===== config.mk =====
export PLATFORM = sky130hd
export DESIGN_NAME = wall_heading_window_correct_core_flat
export DESIGN_NICKNAME = d
export VERILOG_FILES = /design/src/whwc_pkg.sv /design/src/whwc_if.sv /design/src/wall_heading_window_correct_core.sv /design/src/whwc_ram.sv /design/src/whwc_cordic.sv /design/src/flat_wrapper.sv
export SDC_FILE = /design/constraint.sdc
export NUM_CORES = 2
export LEC_CHECK = 0
export ABC_AREA = 1
export BUFFER_PORTS_ARGS = -buffer_cell sky130_fd_sc_hd__buf_4
export CELL_PAD_IN_SITES_DETAIL_PLACEMENT = 1
export CELL_PAD_IN_SITES_GLOBAL_PLACEMENT = 2
export CORE_ASPECT_RATIO = 1.1
export CORE_MARGIN = 1
export CORE_UTILIZATION = 31
export CTS_BUF_LIST = sky130_fd_sc_hd__clkbuf_8
export DETAILED_ROUTE_END_ITERATION = 16
export MAX_ROUTING_LAYER = met4
export PLACE_DENSITY = 0.71
export SYNTH_ARGS = -nofsm -noshare
export SYNTH_HDL_FRONTEND = slang
export SYNTH_HIERARCHICAL = 1
export SYNTH_SLANG_ARGS = --single-unit

===== constraint.sdc =====
create_clock -name i_clk -period 13.01 [get_ports i_clk]
set_input_delay 2.602 -clock i_clk [delete_from_list [all_inputs] [get_ports i_clk]]
set_output_delay 2.602 -clock i_clk [all_outputs]
set_load 0.1 [all_outputs]

===== src/whwc_pkg.sv =====
package whwc_pkg;

    localparam int WINDOW_LEN_DEF   = 8;
    localparam int CORDIC_STEPS_DEF = 16;

    localparam int DIST_W      = 16;
    localparam int ANG_W       = 16;
    localparam int WRAP_W      = 18;
    localparam int Z_W         = 32;
    localparam int FRAC_SHIFT  = 24;
    localparam int ROUND_SHIFT = 16;
    localparam int ATAN_LEN    = 24;
    localparam int ATAN_IDX_W  = 5;
    localparam int SENSORS     = 4;
    localparam int SNAP_COUNT  = 5;
    localparam int CFG_IDX_W   = 1;

    localparam logic [CFG_IDX_W-1:0] REG_SENSOR_BASELINE = 1'b0;
    localparam logic [CFG_IDX_W-1:0] REG_DEVIATION_LIMIT = 1'b1;

    localparam logic [DIST_W-1:0] BASELINE_RST = 16'd13107;
    localparam logic [DIST_W-1:0] LIMIT_RST    = 16'd655;

    localparam logic signed [WRAP_W-1:0] ANG_PI      = 18'sd25736;
    localparam logic signed [WRAP_W-1:0] ANG_HALF_PI = 18'sd12868;
    localparam logic signed [WRAP_W-1:0] ANG_TWO_PI  = 18'sd51472;
    localparam logic signed [Z_W-1:0]    ROUND_BIAS  = 32'sd32768;

    localparam logic signed [WRAP_W-1:0] SNAP_TARGETS [SNAP_COUNT] = '{
        -ANG_PI, -ANG_HALF_PI, 18'sd0, ANG_HALF_PI, ANG_PI
    };

    typedef struct packed {
        logic        [DIST_W-1:0] front_right_dist;
        logic        [DIST_W-1:0] back_right_dist;
        logic        [DIST_W-1:0] front_left_dist;
        logic        [DIST_W-1:0] back_left_dist;
        logic signed [ANG_W-1:0]  current_heading;
    } t_in_item;

    typedef struct packed {
        logic signed [ANG_W-1:0] new_heading;
        logic                    corrected;
        logic                    side_used;
    } t_out_item;

    typedef struct packed {
        logic [CFG_IDX_W-1:0] index;
        logic [DIST_W-1:0]    wdata;
    } t_cfg_item;

    typedef enum logic [2:0] {
        S_IDLE,
        S_UPD,
        S_LIM,
        S_VAR,
        S_CORDIC,
        S_DONE
    } t_state;

    function automatic logic signed [Z_W-1:0] atan_q29(input logic [ATAN_IDX_W-1:0] idx);
        logic signed [Z_W-1:0] v;
        unique case (idx)
            5'd0:    v = 32'sd421657428;
            5'd1:    v = 32'sd248918915;
            5'd2:    v = 32'sd131521918;
            5'd3:    v = 32'sd66762579;
            5'd4:    v = 32'sd33510843;
            5'd5:    v = 32'sd16771758;
            5'd6:    v = 32'sd8387925;
            5'd7:    v = 32'sd4194219;
            5'd8:    v = 32'sd2097141;
            5'd9:    v = 32'sd1048575;
            5'd10:   v = 32'sd524288;
            5'd11:   v = 32'sd262144;
            5'd12:   v = 32'sd131072;
            5'd13:   v = 32'sd65536;
            5'd14:   v = 32'sd32768;
            5'd15:   v = 32'sd16384;
            5'd16:   v = 32'sd8192;
            5'd17:   v = 32'sd4096;
            5'd18:   v = 32'sd2048;
            5'd19:   v = 32'sd1024;
            5'd20:   v = 32'sd512;
            5'd21:   v = 32'sd256;
            5'd22:   v = 32'sd128;
            5'd23:   v = 32'sd64;
            default: v = 32'sd0;
        endcase
        return v;
    endfunction

    function automatic logic signed [WRAP_W-1:0] wrap_angle(input logic signed [WRAP_W-1:0] a);
        logic signed [WRAP_W-1:0] r;
        if (a > ANG_PI) begin
            r = a - ANG_TWO_PI;
        end else if (a < -ANG_PI) begin
            r = a + ANG_TWO_PI;
        end else begin
            r = a;
        end
        return r;
    endfunction

endpackage


===== src/whwc_if.sv =====
interface whwc_in_if;
    whwc_pkg::t_in_item data;
    logic               valid;
    logic               ready;
    modport source (output valid, output data, input ready);
    modport sink (input valid, input data, output ready);
endinterface

interface whwc_out_if;
    whwc_pkg::t_out_item data;
    logic                valid;
    logic                ready;
    modport source (output valid, output data, input ready);
    modport sink (input valid, input data, output ready);
endinterface

interface whwc_cfg_if;
    whwc_pkg::t_cfg_item data;
    logic                valid;
    logic                ready;
    modport source (output valid, output data, input ready);
    modport sink (input valid, input data, output ready);
endinterface


===== src/wall_heading_window_correct_core.sv =====
// Heading correction from a steady side wall. Each input transaction carries four
// side IR distances and the present heading, and exactly one output transaction
// follows with the new heading. The last WINDOW_LEN samples of each sensor are kept in
// a small RAM with running sums and sums of squares. Once the window has been full and
// one more sample has arrived, the right pair and then the left pair are checked for a
// steady wall, and on success the heading is snapped to the nearest quarter turn plus
// atan2 of the mean distance difference over the baseline. The block takes one item at
// a time. Once the window is ready, an item makes nine passes through one shared multiplier,
// and a corrected item also makes CORDIC_STEPS passes through the iterative CORDIC unit.
// An item that leaves the window not yet ready skips the checks and goes to the output.
// Configuration writes are taken at any time but must only be issued while idle.
module wall_heading_window_correct_core #(
    parameter int WINDOW_LEN   = whwc_pkg::WINDOW_LEN_DEF,
    parameter int CORDIC_STEPS = whwc_pkg::CORDIC_STEPS_DEF
) (
    input  logic              i_clk,
    input  logic              i_rst_n,
    whwc_in_if.sink           i_in,
    whwc_out_if.source        o_out,
    whwc_cfg_if.sink          i_cfg
);

    localparam int DW     = whwc_pkg::DIST_W;
    localparam int LOG_N  = $clog2(WINDOW_LEN);
    localparam int SUM_W  = DW + LOG_N;
    localparam int SQ_W   = 2 * DW + LOG_N;
    localparam int VW     = 2 * SUM_W;
    localparam int MW     = SUM_W + 2;
    localparam int AW     = LOG_N;
    localparam int FW     = $clog2(WINDOW_LEN + 2);
    localparam int NS     = whwc_pkg::SENSORS;
    localparam int WW     = whwc_pkg::WRAP_W;
    localparam int AGW    = whwc_pkg::ANG_W;

    whwc_pkg::t_state          r_state, n_state;
    logic [2:0]                r_cnt;
    whwc_pkg::t_in_item        r_in;
    logic [AW-1:0]             r_head;
    logic [FW-1:0]             r_fill;
    logic [SUM_W-1:0]          r_sum [NS];
    logic [SQ_W-1:0]           r_sq [NS];
    logic [VW-1:0]             r_limsq, r_prod;
    logic [2:0]                r_steady;
    logic signed [AGW-1:0]     r_base, r_hd;
    logic                      r_corr, r_side;
    whwc_pkg::t_out_item       r_out;
    logic                      r_out_valid;
    logic [DW-1:0]             r_cfg_base, r_cfg_dev;

    logic                      in_acc, out_free, full;
    logic [NS-1:0][DW-1:0]     in_d, old_d;
    logic [1:0]                k_upd, k_cmp;
    logic [DW-1:0]             nv, ov;
    logic [4*DW-1:0]           ram_rdata;
    logic                      ram_we, ram_re;
    logic signed [MW-1:0]      mul_a, mul_b;
    logic signed [2*MW-1:0]    product;
    logic [SUM_W-1:0]          lim, base_x;
    logic [VW-1:0]             nsq, spread;
    logic                      cmp_steady, pick_right, pick_left;
    logic signed [SUM_W:0]     diff;
    logic                      cordic_start, cordic_busy, cordic_done;
    logic signed [AGW-1:0]     cordic_angle;
    logic signed [WW-1:0]      snap_d, result;
    logic [WW-1:0]             snap_abs, snap_best;
    logic signed [AGW-1:0]     snap_base;

    assign in_acc   = i_in.valid && i_in.ready;
    assign out_free = !r_out_valid || o_out.ready;
    assign full     = (r_fill >= FW'(WINDOW_LEN));

    assign i_in.ready  = (r_state == whwc_pkg::S_IDLE);
    assign i_cfg.ready = 1'b1;
    assign o_out.valid = r_out_valid;
    assign o_out.data  = r_out;

    assign in_d  = {r_in.back_left_dist, r_in.front_left_dist,
                    r_in.back_right_dist, r_in.front_right_dist};
    assign old_d = ram_rdata;
    assign k_upd = r_cnt[1:0];
    assign k_cmp = 2'(r_cnt - 3'd1);
    assign nv    = in_d[k_upd];
    assign ov    = full ? old_d[k_upd] : '0;

    whwc_ram #(
        .WIDTH (4 * DW),
        .DEPTH (WINDOW_LEN)
    ) u_ring (
        .i_clk   (i_clk),
        .i_we    (ram_we),
        .i_waddr (r_head),
        .i_wdata (in_d),
        .i_re    (ram_re),
        .i_raddr (r_head),
        .o_rdata (ram_rdata)
    );

    assign lim     = SUM_W'(WINDOW_LEN) * SUM_W'(r_cfg_dev);
    assign base_x  = SUM_W'(WINDOW_LEN) * SUM_W'(r_cfg_base);
    assign product = mul_a * mul_b;

    assign nsq        = VW'(WINDOW_LEN) * VW'(r_sq[k_cmp]);
    assign spread     = nsq - r_prod;
    assign cmp_steady = (spread < r_limsq);
    assign pick_right = r_steady[0] && r_steady[1];
    assign pick_left  = r_steady[2] && cmp_steady;
    assign diff = pick_right ? ($signed({1'b0, r_sum[0]}) - $signed({1'b0, r_sum[1]}))
                             : ($signed({1'b0, r_sum[3]}) - $signed({1'b0, r_sum[2]}));

    whwc_cordic #(
        .DW    (SUM_W),
        .STEPS (CORDIC_STEPS)
    ) u_cordic (
        .i_clk   (i_clk),
        .i_rst_n (i_rst_n),
        .i_start (cordic_start),
        .i_y     (diff),
        .i_x     (base_x),
        .o_busy  (cordic_busy),
        .o_done  (cordic_done),
        .o_angle (cordic_angle)
    );

    always_comb begin
        snap_best = '1;
        snap_base = '0;
        snap_d    = '0;
        snap_abs  = '0;
        for (int t = 0; t < whwc_pkg::SNAP_COUNT; t++) begin
            snap_d   = whwc_pkg::wrap_angle(WW'(r_in.current_heading)
                                            - whwc_pkg::SNAP_TARGETS[t]);
            snap_abs = snap_d[WW-1] ? WW'(-snap_d) : WW'(snap_d);
            if (snap_abs < snap_best) begin
                snap_best = snap_abs;
                snap_base = AGW'(whwc_pkg::SNAP_TARGETS[t]);
            end
        end
    end

    assign result = whwc_pkg::wrap_angle(WW'(r_base) + WW'(cordic_angle));

    always_comb begin
        n_state = r_state;
        unique case (r_state)
            whwc_pkg::S_IDLE: begin
                if (in_acc) begin
                    n_state = whwc_pkg::S_UPD;
                end
            end
            whwc_pkg::S_UPD: begin
                if (r_cnt == 3'd3) begin
                    n_state = full ? whwc_pkg::S_LIM : whwc_pkg::S_DONE;
                end
            end
            whwc_pkg::S_LIM: begin
                n_state = whwc_pkg::S_VAR;
            end
            whwc_pkg::S_VAR: begin
                if (r_cnt == 3'd4) begin
                    n_state = (pick_right || pick_left) ? whwc_pkg::S_CORDIC
                                                        : whwc_pkg::S_DONE;
                end
            end
            whwc_pkg::S_CORDIC: begin
                if (cordic_done) begin
                    n_state = whwc_pkg::S_DONE;
                end
            end
            whwc_pkg::S_DONE: begin
                if (out_free) begin
                    n_state = whwc_pkg::S_IDLE;
                end
            end
            default: n_state = whwc_pkg::S_IDLE;
        endcase
    end

    always_comb begin
        ram_we       = 1'b0;
        ram_re       = 1'b0;
        mul_a        = '0;
        mul_b        = '0;
        cordic_start = 1'b0;
        unique case (r_state)
            whwc_pkg::S_IDLE: begin
                ram_re = in_acc;
            end
            whwc_pkg::S_UPD: begin
                ram_we = (r_cnt == 3'd0);
                mul_a  = $signed(MW'(nv)) - $signed(MW'(ov));
                mul_b  = $signed(MW'(nv)) + $signed(MW'(ov));
            end
            whwc_pkg::S_LIM: begin
                mul_a = $signed(MW'(lim));
                mul_b = $signed(MW'(lim));
            end
            whwc_pkg::S_VAR: begin
                mul_a        = $signed(MW'(r_sum[k_upd]));
                mul_b        = $signed(MW'(r_sum[k_upd]));
                cordic_start = (r_cnt == 3'd4) && (pick_right || pick_left);
            end
            default: begin
            end
        endcase
    end

    always_ff @(posedge i_clk) begin
        if (!i_rst_n) begin
            r_state     <= whwc_pkg::S_IDLE;
            r_cnt       <= '0;
            r_head      <= '0;
            r_fill      <= '0;
            r_out_valid <= 1'b0;
            r_cfg_base  <= whwc_pkg::BASELINE_RST;
            r_cfg_dev   <= whwc_pkg::LIMIT_RST;
            for (int k = 0; k < NS; k++) begin
                r_sum[k] <= '0;
                r_sq[k]  <= '0;
            end
        end else begin
            r_state <= n_state;
            if (i_cfg.valid) begin
                unique case (i_cfg.data.index)
                    whwc_pkg::REG_SENSOR_BASELINE: r_cfg_base <= i_cfg.data.wdata;
                    whwc_pkg::REG_DEVIATION_LIMIT: r_cfg_dev  <= i_cfg.data.wdata;
                    default: begin
                    end
                endcase
            end
            if (r_state != n_state) begin
                r_cnt <= '0;
            end else if (r_state == whwc_pkg::S_UPD || r_state == whwc_pkg::S_VAR) begin
                r_cnt <= r_cnt + 3'd1;
            end
            if (r_state == whwc_pkg::S_UPD) begin
                r_sum[k_upd] <= r_sum[k_upd] + SUM_W'(nv) - SUM_W'(ov);
                r_sq[k_upd]  <= r_sq[k_upd] + SQ_W'(product);
                if (r_cnt == 3'd3) begin
                    r_head <= (r_head == AW'(WINDOW_LEN - 1)) ? '0 : r_head + 1'b1;
                    if (r_fill <= FW'(WINDOW_LEN)) begin
                        r_fill <= r_fill + 1'b1;
                    end
                end
            end
            if (r_state == whwc_pkg::S_DONE && out_free) begin
                r_out_valid <= 1'b1;
            end else if (o_out.ready) begin
                r_out_valid <= 1'b0;
            end
        end
    end

    always_ff @(posedge i_clk) begin
        if (in_acc) begin
            r_in   <= i_in.data;
            r_hd   <= i_in.data.current_heading;
            r_corr <= 1'b0;
            r_side <= 1'b0;
        end
        if (r_state == whwc_pkg::S_LIM) begin
            r_limsq <= VW'(product);
            r_base  <= snap_base;
        end
        if (r_state == whwc_pkg::S_VAR) begin
            if (r_cnt != 3'd4) begin
                r_prod <= VW'(product);
            end
            if (r_cnt != 3'd0 && r_cnt != 3'd4) begin
                r_steady[k_cmp] <= cmp_steady;
            end
            if (r_cnt == 3'd4) begin
                r_side <= !pick_right;
            end
        end
        if (r_state == whwc_pkg::S_CORDIC && cordic_done) begin
            r_hd   <= AGW'(result);
            r_corr <= 1'b1;
        end
        if (r_state == whwc_pkg::S_DONE && out_free) begin
            r_out.new_heading <= r_hd;
            r_out.corrected   <= r_corr;
            r_out.side_used   <= r_corr && r_side;
        end
    end

    a_fill_bound: assert property (@(posedge i_clk) disable iff (!i_rst_n)
        r_fill <= FW'(WINDOW_LEN + 1))
        else $error("window fill count beyond saturation");

    a_side_clear: assert property (@(posedge i_clk) disable iff (!i_rst_n)
        (o_out.valid && !o_out.data.corrected) |-> !o_out.data.side_used)
        else $error("side reported without correction");

    a_corr_full: assert property (@(posedge i_clk) disable iff (!i_rst_n)
        (o_out.valid && o_out.data.corrected) |-> (r_fill == FW'(WINDOW_LEN + 1)))
        else $error("correction before window ready");

    a_cordic_state: assert property (@(posedge i_clk) disable iff (!i_rst_n)
        cordic_busy |-> (r_state == whwc_pkg::S_CORDIC))
        else $error("CORDIC running outside its state");

    a_accept_upd: assert property (@(posedge i_clk) disable iff (!i_rst_n)
        in_acc |=> (r_state == whwc_pkg::S_UPD && r_cnt == 3'd0))
        else $error("accepted transaction did not start window update");

endmodule


===== src/whwc_ram.sv =====
module whwc_ram #(
    parameter int WIDTH = 64,
    parameter int DEPTH = 8,
    localparam int AW = (DEPTH > 1) ? $clog2(DEPTH) : 1
) (
    input  logic             i_clk,
    input  logic             i_we,
    input  logic [AW-1:0]    i_waddr,
    input  logic [WIDTH-1:0] i_wdata,
    input  logic             i_re,
    input  logic [AW-1:0]    i_raddr,
    output logic [WIDTH-1:0] o_rdata
);

    logic [WIDTH-1:0] r_mem [DEPTH];
    logic [WIDTH-1:0] r_rdata;

    always_ff @(posedge i_clk) begin
        if (i_we) begin
            r_mem[i_waddr] <= i_wdata;
        end
        if (i_re) begin
            r_rdata <= r_mem[i_raddr];
        end
    end

    assign o_rdata = r_rdata;

endmodule


===== src/whwc_cordic.sv =====
module whwc_cordic #(
    parameter int DW    = 19,
    parameter int STEPS = whwc_pkg::CORDIC_STEPS_DEF
) (
    input  logic                                i_clk,
    input  logic                                i_rst_n,
    input  logic                                i_start,
    input  logic signed [DW:0]                  i_y,
    input  logic        [DW-1:0]                i_x,
    output logic                                o_busy,
    output logic                                o_done,
    output logic signed [whwc_pkg::ANG_W-1:0]   o_angle
);

    localparam int CW = DW + whwc_pkg::FRAC_SHIFT + 3;
    localparam int IW = $clog2(STEPS);

    logic signed [CW-1:0]              r_x, r_y, n_x, n_y;
    logic signed [whwc_pkg::Z_W-1:0]   r_z, n_z, zr;
    logic        [IW-1:0]              r_i;
    logic                              r_busy, r_done, r_zero;
    logic signed [CW-1:0]              xs, ys;
    logic signed [whwc_pkg::Z_W-1:0]   step_ang;

    always_comb begin
        xs       = r_x >>> r_i;
        ys       = r_y >>> r_i;
        step_ang = whwc_pkg::atan_q29(whwc_pkg::ATAN_IDX_W'(r_i));
        if (!r_y[CW-1]) begin
            n_x = r_x + ys;
            n_y = r_y - xs;
            n_z = r_z + step_ang;
        end else begin
            n_x = r_x - ys;
            n_y = r_y + xs;
            n_z = r_z - step_ang;
        end
    end

    always_ff @(posedge i_clk) begin
        if (!i_rst_n) begin
            r_busy <= 1'b0;
            r_done <= 1'b0;
            r_i    <= '0;
        end else begin
            r_done <= 1'b0;
            if (i_start) begin
                r_busy <= 1'b1;
                r_i    <= '0;
            end else if (r_busy) begin
                r_i <= r_i + 1'b1;
                if (r_i == IW'(STEPS - 1)) begin
                    r_busy <= 1'b0;
                    r_done <= 1'b1;
                end
            end
        end
    end

    always_ff @(posedge i_clk) begin
        if (i_start) begin
            r_x    <= $signed(CW'(i_x)) <<< whwc_pkg::FRAC_SHIFT;
            r_y    <= CW'(i_y) <<< whwc_pkg::FRAC_SHIFT;
            r_z    <= '0;
            r_zero <= (i_y == '0);
        end else if (r_busy) begin
            r_x <= n_x;
            r_y <= n_y;
            r_z <= n_z;
        end
    end

    assign zr      = r_z + whwc_pkg::ROUND_BIAS;
    assign o_angle = r_zero ? '0 : zr[whwc_pkg::Z_W-1:whwc_pkg::ROUND_SHIFT];
    assign o_busy  = r_busy;
    assign o_done  = r_done;

endmodule

===== src/flat_wrapper.sv =====
// flat-port wrapper written by rule: the top's interface ports become plain ports
module wall_heading_window_correct_core_flat 
#(
    parameter int WINDOW_LEN   = whwc_pkg::WINDOW_LEN_DEF,
    parameter int CORDIC_STEPS = whwc_pkg::CORDIC_STEPS_DEF
)
  (i_clk, i_rst_n, i_in_valid, i_in_data, i_in_ready, o_out_valid, o_out_data, o_out_ready, i_cfg_valid, i_cfg_data, i_cfg_ready);
  whwc_in_if i_in_i ();
  whwc_out_if o_out_i ();
  whwc_cfg_if i_cfg_i ();
  input  logic i_clk;
  input  logic i_rst_n;
  input wire logic [$bits(i_in_i.valid)-1:0] i_in_valid;
  input wire logic [$bits(i_in_i.data)-1:0] i_in_data;
  output wire logic [$bits(i_in_i.ready)-1:0] i_in_ready;
  output wire logic [$bits(o_out_i.valid)-1:0] o_out_valid;
  output wire logic [$bits(o_out_i.data)-1:0] o_out_data;
  input wire logic [$bits(o_out_i.ready)-1:0] o_out_ready;
  input wire logic [$bits(i_cfg_i.valid)-1:0] i_cfg_valid;
  input wire logic [$bits(i_cfg_i.data)-1:0] i_cfg_data;
  output wire logic [$bits(i_cfg_i.ready)-1:0] i_cfg_ready;
  assign i_in_i.valid = i_in_valid;
  assign i_in_i.data = i_in_data;
  assign i_in_ready = i_in_i.ready;
  assign o_out_valid = o_out_i.valid;
  assign o_out_data = o_out_i.data;
  assign o_out_i.ready = o_out_ready;
  assign i_cfg_i.valid = i_cfg_valid;
  assign i_cfg_i.data = i_cfg_data;
  assign i_cfg_ready = i_cfg_i.ready;
  wall_heading_window_correct_core #(.WINDOW_LEN(WINDOW_LEN), .CORDIC_STEPS(CORDIC_STEPS)) u_core (.i_clk(i_clk), .i_rst_n(i_rst_n), .i_in(i_in_i), .o_out(o_out_i), .i_cfg(i_cfg_i));
endmodule

==> qor.txt <==
Remaining antenna violation count after routing: 0
Setup Crit Path Kind: flop to flop
Crit. End Element: flop
Final Power: 13800 uW
Design area: 0.106 mm2
Cts bufs inserted: 223
Crit-path max FO: 12
Crit path required time: 13.71 ns
CTS root buf: clkbuf_8
Largest net degree at the start of global routing: 160
Final setup margin: 0.803 ns
Mapped Cells: 12.1k
Post-layout min period: 12.21 ns
Gr usage total: 0.242
Post-synth top area share: 0.327
Mapped Area: 0.0948 mm2
Yosys cell types: 73
Clk sinks: 1200
Relative slew margins: 0.243
First-pass GRT wire length: 554 mm
Yosys reg bits: 1200
Synthesis warning total: 6
CP max stage cell: fa_1
F_max: 81.9 MHz
Core Area: 0.304 mm2
R2r setup slk: 0.80 ns
Grt ovf: 0
Leading area contributor after synthesis: edfxtp_1
Syn Area/Cell: 7.82 um2
Drt initial violations: 5097
Die Area: 0.308 mm2
Worst R2R Path Depth: 58
Dpl hpwl: 279 mm
Die width: 529 um
Dominant cells by area after synthesis: edfxtp_1 (33%), nand2_1 (11%), fa_1 (8.7%)
Routed vias/inst: 5.04
Hold Path Origin: u_core/r_hd[8]
Startpoint Class: flop
CTS H-Tree Depth: 4
Reg-to-reg critical path startpoint: u_core/r_cnt[1]
Standard-cell rows: 212
Critical path launch point: u_core/r_cnt[1]
Sequential fraction of the synthesis area: 0.362
Starting Density: 0.312
Gpl congestion: 0.931
I/O Pins: 123
Final wirelength: 368 mm
Area growth, synth to finish: 11.7%
Status: finished clean
Pwr dens: 131 mW/mm2
Vias in the first global route: 88.2k
Setup_tns: 0 ns
P_leak: 0.0481 uW
Fraction of layout cells with a size suffix above 1: 0.0749
Clock Path Buffers: 4
Unrepaired setup endpoints after global routing: true
Fin Hold WS: 0.411 ns
Max IR drop VDD: 0.0000923 V
Worst hold path class: flop to flop
Top_reg_cell synth: edfxtp_1
# setup viols final: 0
Slew Viols, Final: 0
FFs w/ async S/R, synth: 0
Final Skew: 0.210 ns
Setup WS pre-CTS: 0.266 ns
DR WL/cell: 22.1 um
DRC: 0
Cell count of the worst hold path: 0
Clk Latency, worst-skew pair: 1.10 ns
Final Hold Viols: 0
Slew @ Worst Pin: 1.13 ns
Total number of vias: 83.7k
CTS tree: built
Post-place instance area: 0.101 mm2
Crit path DAT: 12.90 ns
Initial DRT Pass Iterations: 5
Tcrit/Tclk final: 0.938
EDFF count, synth: 1033
Fill count: 36.8k
Port Buffers: 121
Max-Cap Viols: 0
# nets final: 13.4k
Initial antenna violation count: 24
Worst-path clk slew: 0.07 ns
Worst path max stage delay: 0.54 ns
Die Ht: 582 um
==> power by group <==
part,total (uW),switching (uW),internal (uW)
clock network,3690,1800,1890
logic,5480,3630,1850
registers,4670,236,4440
total,13800,5670,8170
==> cell usage after synthesis (all sizes together) (20+ instances only) <==
cell type / instances
a21boi: 20
inv: 1914
o21ai: 735
o21a: 33
nor3: 112
xor2: 280
xnor2: 147
ha: 559
nand2: 2917
o21bai: 39
o22ai: 91
nor4: 32
edfxtp: 1033
clkbuf: 228
nor2: 1190
o211ai: 35
or2: 71
buf: 186
a31oi: 79
a21oi: 551
a21o: 31
nand4: 60
fa: 410
nand3: 1016
dfxtp: 167
==> per-layer routing <==
metal / GRT usage / wire length, um / up-vias
met2: 0.403 / 176000 / 1546
li1: - / - / 39900
met3: 0.0210 / 12800 / 449
met4: 0.0653 / 9610 / 0
met5: - / 0 / -
met1: 0.315 / 169000 / 41900
==> area by class of cell <==
class                   instances  area [um2]  area share
diodes                         15        37.5    0.000355
inverters                    1928        7260      0.0686
well taps                    4066        5090      0.0481
repair buffers                416        3140      0.0296
flip-flops and latches       1200       34400       0.325
multi-input cells            8594       51600       0.488
clock buffers                 229        3150      0.0298
clock inverters               177        1170      0.0111
==> sequential cells by signal, summed over array words and instances (netlist names), 18 cells and up, named ones only <==
| register | flops |
|---|---|
| u_core/u_cordic/r_x | 46 |
| u_core/u_ring/o_rdata | 64 |
| u_core/r_limsq | 38 |
| u_core/u_ring/r_mem | 512 |
| u_core/o_out.data | 18 |
| u_core/u_cordic/r_y | 46 |
| u_core/in_d | 64 |
| u_core/r_prod | 38 |
| u_core/r_sq | 140 |
| u_core/r_sum | 76 |
| u_core/u_cordic/step_ang | 28 |
| u_core/u_cordic/r_z | 32 |
==> worst max-delay path: cells and delay by family (launching register included) <==
kind,cells,cell delay (ns)
AO/OA/AOI/OAI,17,3.19
XOR/XNOR,2,0.69
flip-flops,1,0.35
buffers and inverters,15,1.73
AND/OR/NAND/NOR,13,1.06
adder cells (fa/ha/maj),11,4.77
==> layout by cell type, fill, tap and decap left out, types with 17 or more instances in the layout <==
cell and instances:
nand2_1 2884, inv_1 1943, nor2_1 1160, edfxtp_1 1033
nand3_1 1013, o21ai_0 680, ha_1 558, a21oi_1 539
buf_4 415, fa_1 409, xor2_1 275, clkbuf_8 229
dfxtp_1 158, xnor2_1 145, nor3_1 108, o22ai_1 91
a31oi_1 74, or2_2 69, clkinv_1 64, nand4_1 60
o21ai_1 44, clkinv_2 40, o21bai_1 38, o211ai_1 34
o21a_1 33, nor4_1 32, a21o_1 31, inv_2 27
nand2_2 27, a22oi_1 19, and2_1 18, o31ai_1 18
a22o_1 18, nor2_2 17, conb_1 17
==> kinds of logic after synthesis <==
group / Yosys count / synth area share
xor+xnor: 427 / 0.0399
flops: 1200 / 0.362
compound gates: 1726 / 0.102
buf+inv: 2342 / 0.0968
other cells: 2 / 0.0000792
fa+ha+maj: 969 / 0.160
mux: 2 / 0.000211
simple gates: 5453 / 0.238
==> metrics by stage <==
step | utilization | cells
after floorplan | - | 12100
after global placement | 0.334 | 16200
after detailed placement | 0.334 | 16200
after CTS | 0.348 | 16600
after global routing | 0.349 | 16600
final | 0.349 | 16600
==> final timing paths <==
path | to
setup reg to reg | u_core/r_sq[1][28]
hold / removal | u_core/o_out.data[10]
setup / recovery | u_core/r_sq[1][28]
hold reg to reg | u_core/o_out.data[10]
==> what timing repair did <==
| item | in CTS | in global routing |
|---|---|---|
| setup endpoints to repair | 0 | 49 |
| resized for setup | 0 | 44 |
| hold buffers | 0 | 0 |
| buffers inserted | 0 | 8 |
Note: power is estimated with default switching activity, not from simulation.
